<file path="src/rtl/sgcp_pkg.sv">
// shared types and constants for the superio gpio configuration port
// no dependencies; used by every module under rtl

package sgcp_pkg;

    // gpio sets and pin counts
    localparam int GPIO_SETS = 5;
    localparam int SET_W     = (GPIO_SETS > 1) ? $clog2(GPIO_SETS) : 1;
    localparam int PIN_BITS  = 40;
    localparam int PIN_SETS  = PIN_BITS / 8;
    localparam int DRV_SETS  = (GPIO_SETS < PIN_SETS) ? GPIO_SETS : PIN_SETS;

    // i/o port addresses
    localparam logic [15:0] IDX_PORT = 16'h002E;
    localparam logic [15:0] DAT_PORT = 16'h002F;

    // unlock key bytes
    localparam logic [7:0] KEY_BYTE_0 = 8'h87;
    localparam logic [7:0] KEY_BYTE_1 = 8'h01;
    localparam logic [7:0] KEY_BYTE_2 = 8'h55;
    localparam logic [7:0] KEY_BYTE_3 = 8'h55;

    // configuration space register indexes
    localparam logic [7:0] REG_EXIT    = 8'h02;
    localparam logic [7:0] EXIT_VALUE  = 8'h02;
    localparam logic [7:0] REG_LDN     = 8'h07;
    localparam logic [7:0] REG_CHIP_HI = 8'h20;
    localparam logic [7:0] REG_CHIP_LO = 8'h21;
    localparam logic [7:0] REG_BASE_HI = 8'h62;
    localparam logic [7:0] REG_BASE_LO = 8'h63;
    localparam logic [7:0] GPIO_LDN    = 8'h07;

    // bank groups, upper five bits of the register index
    localparam logic [4:0] BANK_POL = 5'(8'hB0 >> 3);
    localparam logic [4:0] BANK_PUP = 5'(8'hB8 >> 3);
    localparam logic [4:0] BANK_SIO = 5'(8'hC0 >> 3);
    localparam logic [4:0] BANK_OE  = 5'(8'hC8 >> 3);

    // unmapped read value
    localparam logic [7:0] READ_MISS = 8'hFF;

    // host configuration register indexes and reset values
    localparam logic        CFG_CHIP_ID      = 1'b0;
    localparam logic        CFG_BASE_DEFAULT = 1'b1;
    localparam logic [15:0] CHIP_ID_RESET    = 16'h8783;
    localparam logic [15:0] BASE_RESET       = 16'h0A00;

    // bus access kind
    localparam logic REQ_READ  = 1'b0;
    localparam logic REQ_WRITE = 1'b1;

    // unlock sequence progress
    typedef enum logic [1:0] {
        KEY_IDLE,
        KEY_GOT_1,
        KEY_GOT_2,
        KEY_GOT_3
    } key_state_t;

    typedef struct packed {
        logic                req_type;
        logic [15:0]         io_address;
        logic [7:0]          write_data;
        logic [PIN_BITS-1:0] pin_levels;
    } sgcp_req_t;

    typedef struct packed {
        logic [7:0]          read_data;
        logic                address_hit;
        logic                config_unlocked;
        logic [PIN_BITS-1:0] pin_drive;
        logic [PIN_BITS-1:0] pin_drive_enable;
    } sgcp_rsp_t;

    typedef struct packed {
        logic        we;
        logic        index;
        logic [15:0] wdata;
    } sgcp_cfg_wr_t;

endpackage

</file>
<file path="src/rtl/sgcp_key_match.sv">
// unlock key sequence matcher for the configuration index port
// depends on sgcp_pkg

module sgcp_key_match (
    input  logic       clk,
    input  logic       rst_n,
    input  logic       feed,
    input  logic [7:0] key_byte,
    output logic       unlock
);

    sgcp_pkg::key_state_t state_reg;
    sgcp_pkg::key_state_t state_next;
    logic                 restart_87;

    assign restart_87 = (key_byte == sgcp_pkg::KEY_BYTE_0);

    // next state: advance on a match, otherwise restart the match
    always_comb
    begin
        state_next = state_reg;
        if (feed)
        begin
            unique case (state_reg)
                sgcp_pkg::KEY_IDLE:
                begin
                    state_next = restart_87 ? sgcp_pkg::KEY_GOT_1 : sgcp_pkg::KEY_IDLE;
                end
                sgcp_pkg::KEY_GOT_1:
                begin
                    if (key_byte == sgcp_pkg::KEY_BYTE_1)
                        state_next = sgcp_pkg::KEY_GOT_2;
                    else
                        state_next = restart_87 ? sgcp_pkg::KEY_GOT_1 : sgcp_pkg::KEY_IDLE;
                end
                sgcp_pkg::KEY_GOT_2:
                begin
                    if (key_byte == sgcp_pkg::KEY_BYTE_2)
                        state_next = sgcp_pkg::KEY_GOT_3;
                    else
                        state_next = restart_87 ? sgcp_pkg::KEY_GOT_1 : sgcp_pkg::KEY_IDLE;
                end
                sgcp_pkg::KEY_GOT_3:
                begin
                    if (key_byte == sgcp_pkg::KEY_BYTE_3)
                        state_next = sgcp_pkg::KEY_IDLE;
                    else
                        state_next = restart_87 ? sgcp_pkg::KEY_GOT_1 : sgcp_pkg::KEY_IDLE;
                end
                default:
                begin
                    state_next = sgcp_pkg::KEY_IDLE;
                end
            endcase
        end
    end

    // output: last key byte completes the sequence
    always_comb
    begin
        unlock = feed && (state_reg == sgcp_pkg::KEY_GOT_3)
                 && (key_byte == sgcp_pkg::KEY_BYTE_3);
    end

    always_ff @(posedge clk or negedge rst_n)
    begin
        if (!rst_n)
            state_reg <= sgcp_pkg::KEY_IDLE;
        else
            state_reg <= state_next;
    end

endmodule

</file>
<file path="src/rtl/sgcp_core.sv">
// access decode, configuration space and gpio state for one bus transaction
// depends on sgcp_pkg and sgcp_key_match

module sgcp_core (
    input  logic                   clk,
    input  logic                   rst_n,
    input  logic                   step,
    input  sgcp_pkg::sgcp_req_t    req,
    input  sgcp_pkg::sgcp_cfg_wr_t cfg,
    output sgcp_pkg::sgcp_rsp_t    rsp
);

    localparam int NS = sgcp_pkg::GPIO_SETS;
    localparam int SW = sgcp_pkg::SET_W;

    // host registers
    logic [15:0] chip_id_reg;

    // device state
    logic        unlocked_reg, unlocked_next;
    logic [7:0]  index_reg, index_next;
    logic [7:0]  ldn_reg, ldn_next;
    logic [15:0] gpio_base_reg, gpio_base_next;
    logic [7:0]  pol_reg [NS];
    logic [7:0]  pol_next [NS];
    logic [7:0]  pup_reg [NS];
    logic [7:0]  pup_next [NS];
    logic [7:0]  sio_reg [NS];
    logic [7:0]  sio_next [NS];
    logic [7:0]  oe_reg [NS];
    logic [7:0]  oe_next [NS];
    logic [7:0]  latch_reg [NS];
    logic [7:0]  latch_next [NS];

    // decode
    logic          is_wr, is_idx, is_dat, in_win;
    logic [15:0]   win_off;
    logic [SW-1:0] win_set;
    logic [SW-1:0] bank_set;
    logic          bank_ok, ldn_gpio;
    logic [4:0]    bank_grp;
    logic          key_feed, key_unlock;
    logic [7:0]    pin_lane [NS];
    logic [7:0]    rd;
    logic          hit;

    assign is_wr    = (req.req_type == sgcp_pkg::REQ_WRITE);
    assign is_idx   = (req.io_address == sgcp_pkg::IDX_PORT);
    assign is_dat   = (req.io_address == sgcp_pkg::DAT_PORT);
    assign win_off  = req.io_address - gpio_base_reg;
    assign in_win   = (win_off < 16'(NS));
    assign win_set  = win_off[SW-1:0];
    assign bank_grp = index_reg[7:3];
    assign bank_set = index_reg[SW-1:0];
    assign bank_ok  = (32'(index_reg[2:0]) < NS);
    assign ldn_gpio = (ldn_reg == sgcp_pkg::GPIO_LDN);
    assign key_feed = step && is_idx && is_wr && !unlocked_reg;

    sgcp_key_match u_key (
        .clk      (clk),
        .rst_n    (rst_n),
        .feed     (key_feed),
        .key_byte (req.write_data),
        .unlock   (key_unlock)
    );

    // pin levels per set, sets past the pin field read zero
    for (genvar s = 0; s < NS; s++)
    begin : g_lane
        if (s < sgcp_pkg::PIN_SETS)
        begin : g_pin
            assign pin_lane[s] = req.pin_levels[s*8 +: 8];
        end
        else
        begin : g_nopin
            assign pin_lane[s] = 8'h00;
        end
    end

    // next state for write transactions
    always_comb
    begin
        unlocked_next  = unlocked_reg;
        index_next     = index_reg;
        ldn_next       = ldn_reg;
        gpio_base_next = gpio_base_reg;
        pol_next       = pol_reg;
        pup_next       = pup_reg;
        sio_next       = sio_reg;
        oe_next        = oe_reg;
        latch_next     = latch_reg;
        if (is_idx)
        begin
            if (is_wr && unlocked_reg)
                index_next = req.write_data;
            if (key_unlock)
                unlocked_next = 1'b1;
        end
        else if (is_dat)
        begin
            if (is_wr && unlocked_reg)
            begin
                if (index_reg == sgcp_pkg::REG_EXIT)
                begin
                    if (req.write_data == sgcp_pkg::EXIT_VALUE)
                        unlocked_next = 1'b0;
                end
                else if (index_reg == sgcp_pkg::REG_LDN)
                begin
                    ldn_next = req.write_data;
                end
                else if (ldn_gpio)
                begin
                    if (index_reg == sgcp_pkg::REG_BASE_HI)
                        gpio_base_next = {req.write_data, gpio_base_reg[7:0]};
                    else if (index_reg == sgcp_pkg::REG_BASE_LO)
                        gpio_base_next = {gpio_base_reg[15:8], req.write_data};
                    else if (bank_ok)
                    begin
                        if (bank_grp == sgcp_pkg::BANK_POL)
                            pol_next[bank_set] = req.write_data;
                        else if (bank_grp == sgcp_pkg::BANK_PUP)
                            pup_next[bank_set] = req.write_data;
                        else if (bank_grp == sgcp_pkg::BANK_SIO)
                            sio_next[bank_set] = req.write_data;
                        else if (bank_grp == sgcp_pkg::BANK_OE)
                            oe_next[bank_set] = req.write_data;
                    end
                end
            end
        end
        else if (in_win && is_wr)
        begin
            latch_next[win_set] = req.write_data;
        end
    end

    // read data and address hit
    always_comb
    begin
        rd  = is_wr ? 8'h00 : sgcp_pkg::READ_MISS;
        hit = 1'b0;
        if (is_idx)
        begin
            hit = 1'b1;
            if (!is_wr && unlocked_reg)
                rd = index_reg;
        end
        else if (is_dat)
        begin
            hit = 1'b1;
            if (!is_wr && unlocked_reg)
            begin
                if (index_reg == sgcp_pkg::REG_LDN)
                    rd = ldn_reg;
                else if (index_reg == sgcp_pkg::REG_CHIP_HI)
                    rd = chip_id_reg[15:8];
                else if (index_reg == sgcp_pkg::REG_CHIP_LO)
                    rd = chip_id_reg[7:0];
                else if (ldn_gpio)
                begin
                    if (index_reg == sgcp_pkg::REG_BASE_HI)
                        rd = gpio_base_reg[15:8];
                    else if (index_reg == sgcp_pkg::REG_BASE_LO)
                        rd = gpio_base_reg[7:0];
                    else if (bank_ok)
                    begin
                        if (bank_grp == sgcp_pkg::BANK_POL)
                            rd = pol_reg[bank_set];
                        else if (bank_grp == sgcp_pkg::BANK_PUP)
                            rd = pup_reg[bank_set];
                        else if (bank_grp == sgcp_pkg::BANK_SIO)
                            rd = sio_reg[bank_set];
                        else if (bank_grp == sgcp_pkg::BANK_OE)
                            rd = oe_reg[bank_set];
                    end
                end
            end
        end
        else if (in_win)
        begin
            hit = 1'b1;
            if (!is_wr)
                rd = (latch_reg[win_set] & oe_reg[win_set])
                     | ((pin_lane[win_set] ^ pol_reg[win_set]) & ~oe_reg[win_set]);
        end
    end

    // result, pin outputs reflect the state after this transaction
    always_comb
    begin
        rsp                  = '0;
        rsp.read_data        = rd;
        rsp.address_hit      = hit;
        rsp.config_unlocked  = unlocked_next;
        for (int s = 0; s < sgcp_pkg::DRV_SETS; s++)
        begin
            rsp.pin_drive[s*8 +: 8]        = latch_next[s];
            rsp.pin_drive_enable[s*8 +: 8] = oe_next[s] & sio_next[s];
        end
    end

    // host registers
    always_ff @(posedge clk or negedge rst_n)
    begin
        if (!rst_n)
            chip_id_reg <= sgcp_pkg::CHIP_ID_RESET;
        else if (cfg.we && (cfg.index == sgcp_pkg::CFG_CHIP_ID))
            chip_id_reg <= cfg.wdata;
    end

    // gpio base, reloaded on a host write of the default
    always_ff @(posedge clk or negedge rst_n)
    begin
        if (!rst_n)
            gpio_base_reg <= sgcp_pkg::BASE_RESET;
        else if (cfg.we && (cfg.index == sgcp_pkg::CFG_BASE_DEFAULT))
            gpio_base_reg <= cfg.wdata;
        else if (step)
            gpio_base_reg <= gpio_base_next;
    end

    // device state
    always_ff @(posedge clk or negedge rst_n)
    begin
        if (!rst_n)
        begin
            unlocked_reg <= 1'b0;
            index_reg    <= 8'h00;
            ldn_reg      <= 8'h00;
            for (int s = 0; s < NS; s++)
            begin
                pol_reg[s]   <= 8'h00;
                pup_reg[s]   <= 8'h00;
                sio_reg[s]   <= 8'h00;
                oe_reg[s]    <= 8'h00;
                latch_reg[s] <= 8'h00;
            end
        end
        else if (step)
        begin
            unlocked_reg <= unlocked_next;
            index_reg    <= index_next;
            ldn_reg      <= ldn_next;
            pol_reg      <= pol_next;
            pup_reg      <= pup_next;
            sio_reg      <= sio_next;
            oe_reg       <= oe_next;
            latch_reg    <= latch_next;
        end
    end

endmodule

</file>
<file path="src/rtl/superio_gpio_config_port.sv">
// an accepted request waits in the request register until the result register is free
// throughput: one transaction per cycle unless out_ready stalls, set by the two registers
// the device state is updated in the single pass between those two registers
// reset: asynchronous active-low; configuration locked, banks and latches cleared,
// chip id 0x8783 and gpio base 0x0A00; no clearing pass, ready right after reset
// depends on sgcp_pkg and sgcp_core

module superio_gpio_config_port (
    input  logic                clk,
    input  logic                rst_n,
    input  logic                in_valid,
    output logic                in_ready,
    input  sgcp_pkg::sgcp_req_t in_data,
    output logic                out_valid,
    input  logic                out_ready,
    output sgcp_pkg::sgcp_rsp_t out_data,
    input  logic                cfg_we,
    input  logic                cfg_index,
    input  logic [15:0]         cfg_wdata
);

    logic                   req_valid_reg;
    sgcp_pkg::sgcp_req_t    req_reg;
    logic                   rsp_valid_reg;
    sgcp_pkg::sgcp_rsp_t    rsp_reg;
    sgcp_pkg::sgcp_rsp_t    rsp_next;
    sgcp_pkg::sgcp_cfg_wr_t cfg;
    logic                   step;
    logic                   accept;

    // request moves into the result register when that register is free
    assign step     = req_valid_reg && (!rsp_valid_reg || out_ready);
    assign in_ready = !req_valid_reg || step;
    assign accept   = in_valid && in_ready;

    assign cfg.we    = cfg_we;
    assign cfg.index = cfg_index;
    assign cfg.wdata = cfg_wdata;

    sgcp_core u_core (
        .clk   (clk),
        .rst_n (rst_n),
        .step  (step),
        .req   (req_reg),
        .cfg   (cfg),
        .rsp   (rsp_next)
    );

    // request register
    always_ff @(posedge clk or negedge rst_n)
    begin
        if (!rst_n)
            req_valid_reg <= 1'b0;
        else if (accept)
            req_valid_reg <= 1'b1;
        else if (step)
            req_valid_reg <= 1'b0;
    end

    always_ff @(posedge clk)
    begin
        if (accept)
            req_reg <= in_data;
    end

    // result register
    always_ff @(posedge clk or negedge rst_n)
    begin
        if (!rst_n)
            rsp_valid_reg <= 1'b0;
        else if (step)
            rsp_valid_reg <= 1'b1;
        else if (out_ready)
            rsp_valid_reg <= 1'b0;
    end

    always_ff @(posedge clk)
    begin
        if (step)
            rsp_reg <= rsp_next;
    end

    assign out_valid = rsp_valid_reg;
    assign out_data  = rsp_reg;

endmodule
</file>
<file path="config.mk">
export PLATFORM = sky130hd
export DESIGN_NAME = superio_gpio_config_port
export DESIGN_NICKNAME = d
export VERILOG_FILES = /design/src/rtl/sgcp_pkg.sv /design/src/rtl/sgcp_key_match.sv /design/src/rtl/sgcp_core.sv /design/src/rtl/superio_gpio_config_port.sv
export SDC_FILE = /design/constraint.sdc
export NUM_CORES = 1
export LEC_CHECK = 0
export ABC_AREA = 0
export BUFFER_PORTS_ARGS = -buffer_cell sky130_fd_sc_hd__buf_2
export CAP_MARGIN = 5
export CORE_ASPECT_RATIO = 1.75
export CORE_UTILIZATION = 55
export DETAILED_ROUTE_END_ITERATION = 10
export PLACE_DENSITY_LB_ADDON = 0.25
export RECOVER_POWER = 50
export SLEW_MARGIN = 25
export SYNTH_ARGS = -nofsm -noshare
export SYNTH_HDL_FRONTEND = slang
export SYNTH_SLANG_ARGS = --single-unit
</file>
<file path="constraint.sdc">
create_clock -name clk -period 4.8 [get_ports clk]
set_input_delay 0.24 -clock clk [delete_from_list [all_inputs] [get_ports clk]]
set_output_delay 0.24 -clock clk [all_outputs]
set_load 0.02 [all_outputs]
</file>
==> run summary <==
initial DRC count = 1243
Flop pwr share = 47.8%
Least-Margin Pin Slew = 3.60 ns
first-pass GRT wire length = 98.1 mm
max_cap viols = 3
minimum clock period = 4.45 ns
clk_lat worst skew = 0.55 ns
Final Cell Area = 0.0242 mm^2
critical path endpoint category = flip-flop
largest net degree at the start of global routing = 107
antenna-violating nets left = 0
NumNets Final = 2004
netlist area before placement = 0.0211 mm^2
Tcrit/Tclk final = 92.7%
Synth cell types = 83
CTS Buf Count = 37
vias in the first global route = 16500
clock skew = 0.0206 ns
crit-path max FO = 11
Leak = 10.3 nW
status = finished with violations
I/O Buffers = 178
initial antenna violation count = 0
FILL cells = 2950
share of cells above drive strength 1 = 28.0%
fin. max-slew vios = 196
Crit path top cell by count = inv_1
syn avg cell area = 12.6 um^2
final core utilization = 64.4%
Crit path buffers/inverters = 3
register area share after synthesis = 52.2%
placed cell count = 2259
Main synth FF type = dfrtp_1
clk sinks = 408
syn_nets = 1782
Post-synth EDFFs = 155
final wirelength = 65.3 mm
Post-CTS Repair Setup Buffers = 0
Core ar. = 0.0376 mm^2
area of the multi-input gates = 0.00950 mm^2
drt first pass iters = 6
commonest non-fill, non-tap cell in the layout = dfrtp_1
failing checks = max-capacitance violations, max-slew violations
Async SR Flop Fraction = 62.0%
Hold Path Class = in -> reg
io pins = 179
Fmax achieved = 0.225 GHz
Vias/cell = 6.55
# DRC = 0
number of flip-flops in the largest register = 90
sw frac = 27.8%
most frequent cells in the layout = dfrtp_1, mux2_2, edfxtp_1
clk root buf = clkbuf_16
# setup viols final = 0
TritonCTS clock tree = built
Antenna Cells = 0
NetSw = 0.00224 W
synth-to-layout area growth = 14.9%
critical-path cell list = inv_1, ha_2, inv_1, fa_2, nor2_2, buf_4, o211ai_1, nor4_1, nor4b_1, nand4b_1, or4_4, mux2_4
Comb pwr share = 15.9%
Reg clk slew, reported paths = 0.07 ns
hpwl dp = 44.7 mm
fin cells = 2410
clock power share = 36.2%
Mapped Cells = 1679
CP Data Arrival Time = 4.75 ns
CP Launch Type = flip-flop
DR WL/cell = 27.1 um
Worst slew margin = -140%
FF+latch area = 0.0110 mm^2
P_int = 0.00582 W
via count = 15800
slowest CP cell = or4_4
row count = 94
CP required = 5.10 ns
Min Hold Slack = 0.0540 ns
Die Wd = 150 um
Max Buffers Root-to-Sink = 3
RSZ-0062 raised after global routing = no
Crit path max-delay family = simple AND/OR/NAND/NOR gates
Total Neg Setup Slack = 0 ns
GRT Resource Usage Total = 34.1%
Die Footprint = 0.0392 mm^2
chip height = 261 um
Ys Warns = 0
kind of critical path = reg -> reg
Final Hold Fails = 0
Remaining Overflow, GRT = 0
Worst IR Drop VDD = 496 uV
htree depth = 2
Max stage delay on crit path = 0.84 ns
FF+latch count, synth = 408
CTS resizes = 0
GPL Wtd Cong = 1.02
pwr dens = 333 mW/mm^2
placed cell area = 0.0224 mm^2
initial core utilization = 56.0%
cell usage after synthesis (15+ instances only):
cell type | number | area (um^2)
dfrtp_1 | 244 | 6110
a21oi_1 | 63 | 315
nor3_1 | 20 | 100
nand2_2 | 16 | 100
a31oi_1 | 17 | 106
o21ai_0 | 57 | 285
edfxtp_1 | 155 | 4650
mux2_1 | 27 | 304
mux4_2 | 38 | 856
nand3_1 | 35 | 175
a22oi_1 | 24 | 180
nand2_1 | 98 | 368
inv_1 | 26 | 97.6
clkbuf_1 | 85 | 319
mux2_2 | 194 | 2180
nor2_1 | 120 | 450
o22ai_1 | 49 | 307
mux2_4 | 64 | 961
mux2i_1 | 38 | 380
ha_1 | 15 | 188
worst min-delay path: stages:
cell and delay, ns:
buf_2 0.09, nand3b_1 0.14, nand2b_1 0.08
logic make-up (layout without fill, tap and decap cells):
kind of cell,after synthesis,after routing,synth area share (%)
and+or+nand+nor,410,410,10.6
AOI/OAI and AO/OA,327,327,10.5
xor gates and xnor gates,15,15,0.659
buffers and inverters,142,393,2.95
muxes,361,361,22.2
adders and majority gates,16,16,0.985
DFF,408,408,52.2
through the flow:
| stage | setup WS (ns) | power [W] |
|---|---|---|
| after floorplan | 0.0484 | 0.00467 |
| after global placement | 0.541 | 0.00513 |
| after detailed placement | 0.427 | 0.00514 |
| after CTS | 0.389 | 0.00809 |
| after global routing | 0.0176 | 0.00830 |
| final | 0.351 | 0.00806 |
per-layer routing:
metal	vias to the layer above	track usage, %	wire (um)
li1	6815	-	-
met1	7837	36.5	22100
met2	836	59.0	33400
met3	302	5.26	3830
met4	0	27.8	5920
met5	-	0	0
layout make-up:
cell class	instances	share of cell area [%]
multi-input combinational	1129	39.2
clock inverter	20	0.620
tap	480	2.48
timing repair buffer	298	7.72
inverter	27	0.418
sequential	408	45.4
clock buffer	48	4.17
power by group through the flow:
stage          combinational [W]  clock (W)  sequential, W
6_report                 0.00129    0.00292        0.00386
2_1_floorplan           0.000715          0        0.00395
5_1_grt                  0.00137    0.00306        0.00387
4_1_cts                  0.00129    0.00295        0.00385
3_3_place_gp             0.00122          0        0.00391
3_5_place_dp             0.00123          0        0.00391
final timing paths:
kind                                                from                            end  slack, ns  cells after the start
setup / recovery                   req_reg[48]$_DFFE_PP_         out_data[52]$_DFFE_PP_       0.35                     12
min in group asynchronous                          rst_n  u_core.oe_reg[35]$_DFFE_PN0P_       0.97                      2
hold / removal                                 out_ready      req_valid_reg$_DFFE_PN0P_       0.05                      3
max in group asynchronous                          rst_n  u_core.pol_reg[8]$_DFFE_PN0P_       1.13                      3
setup reg to reg                   req_reg[48]$_DFFE_PP_         out_data[52]$_DFFE_PP_       0.35                     12
hold reg to reg            u_core.pup_reg[8]$_DFFE_PN0P_  u_core.pup_reg[8]$_DFFE_PN0P_       0.50                      1
what timing repair did:
action | 4_1_cts | 5_1_grt
endpoints found under the hold margin | 192 | 0
setup endpoints to repair | 0 | 0
hold buffers | 83 | 0
Power figures use the tool's default switching activity.
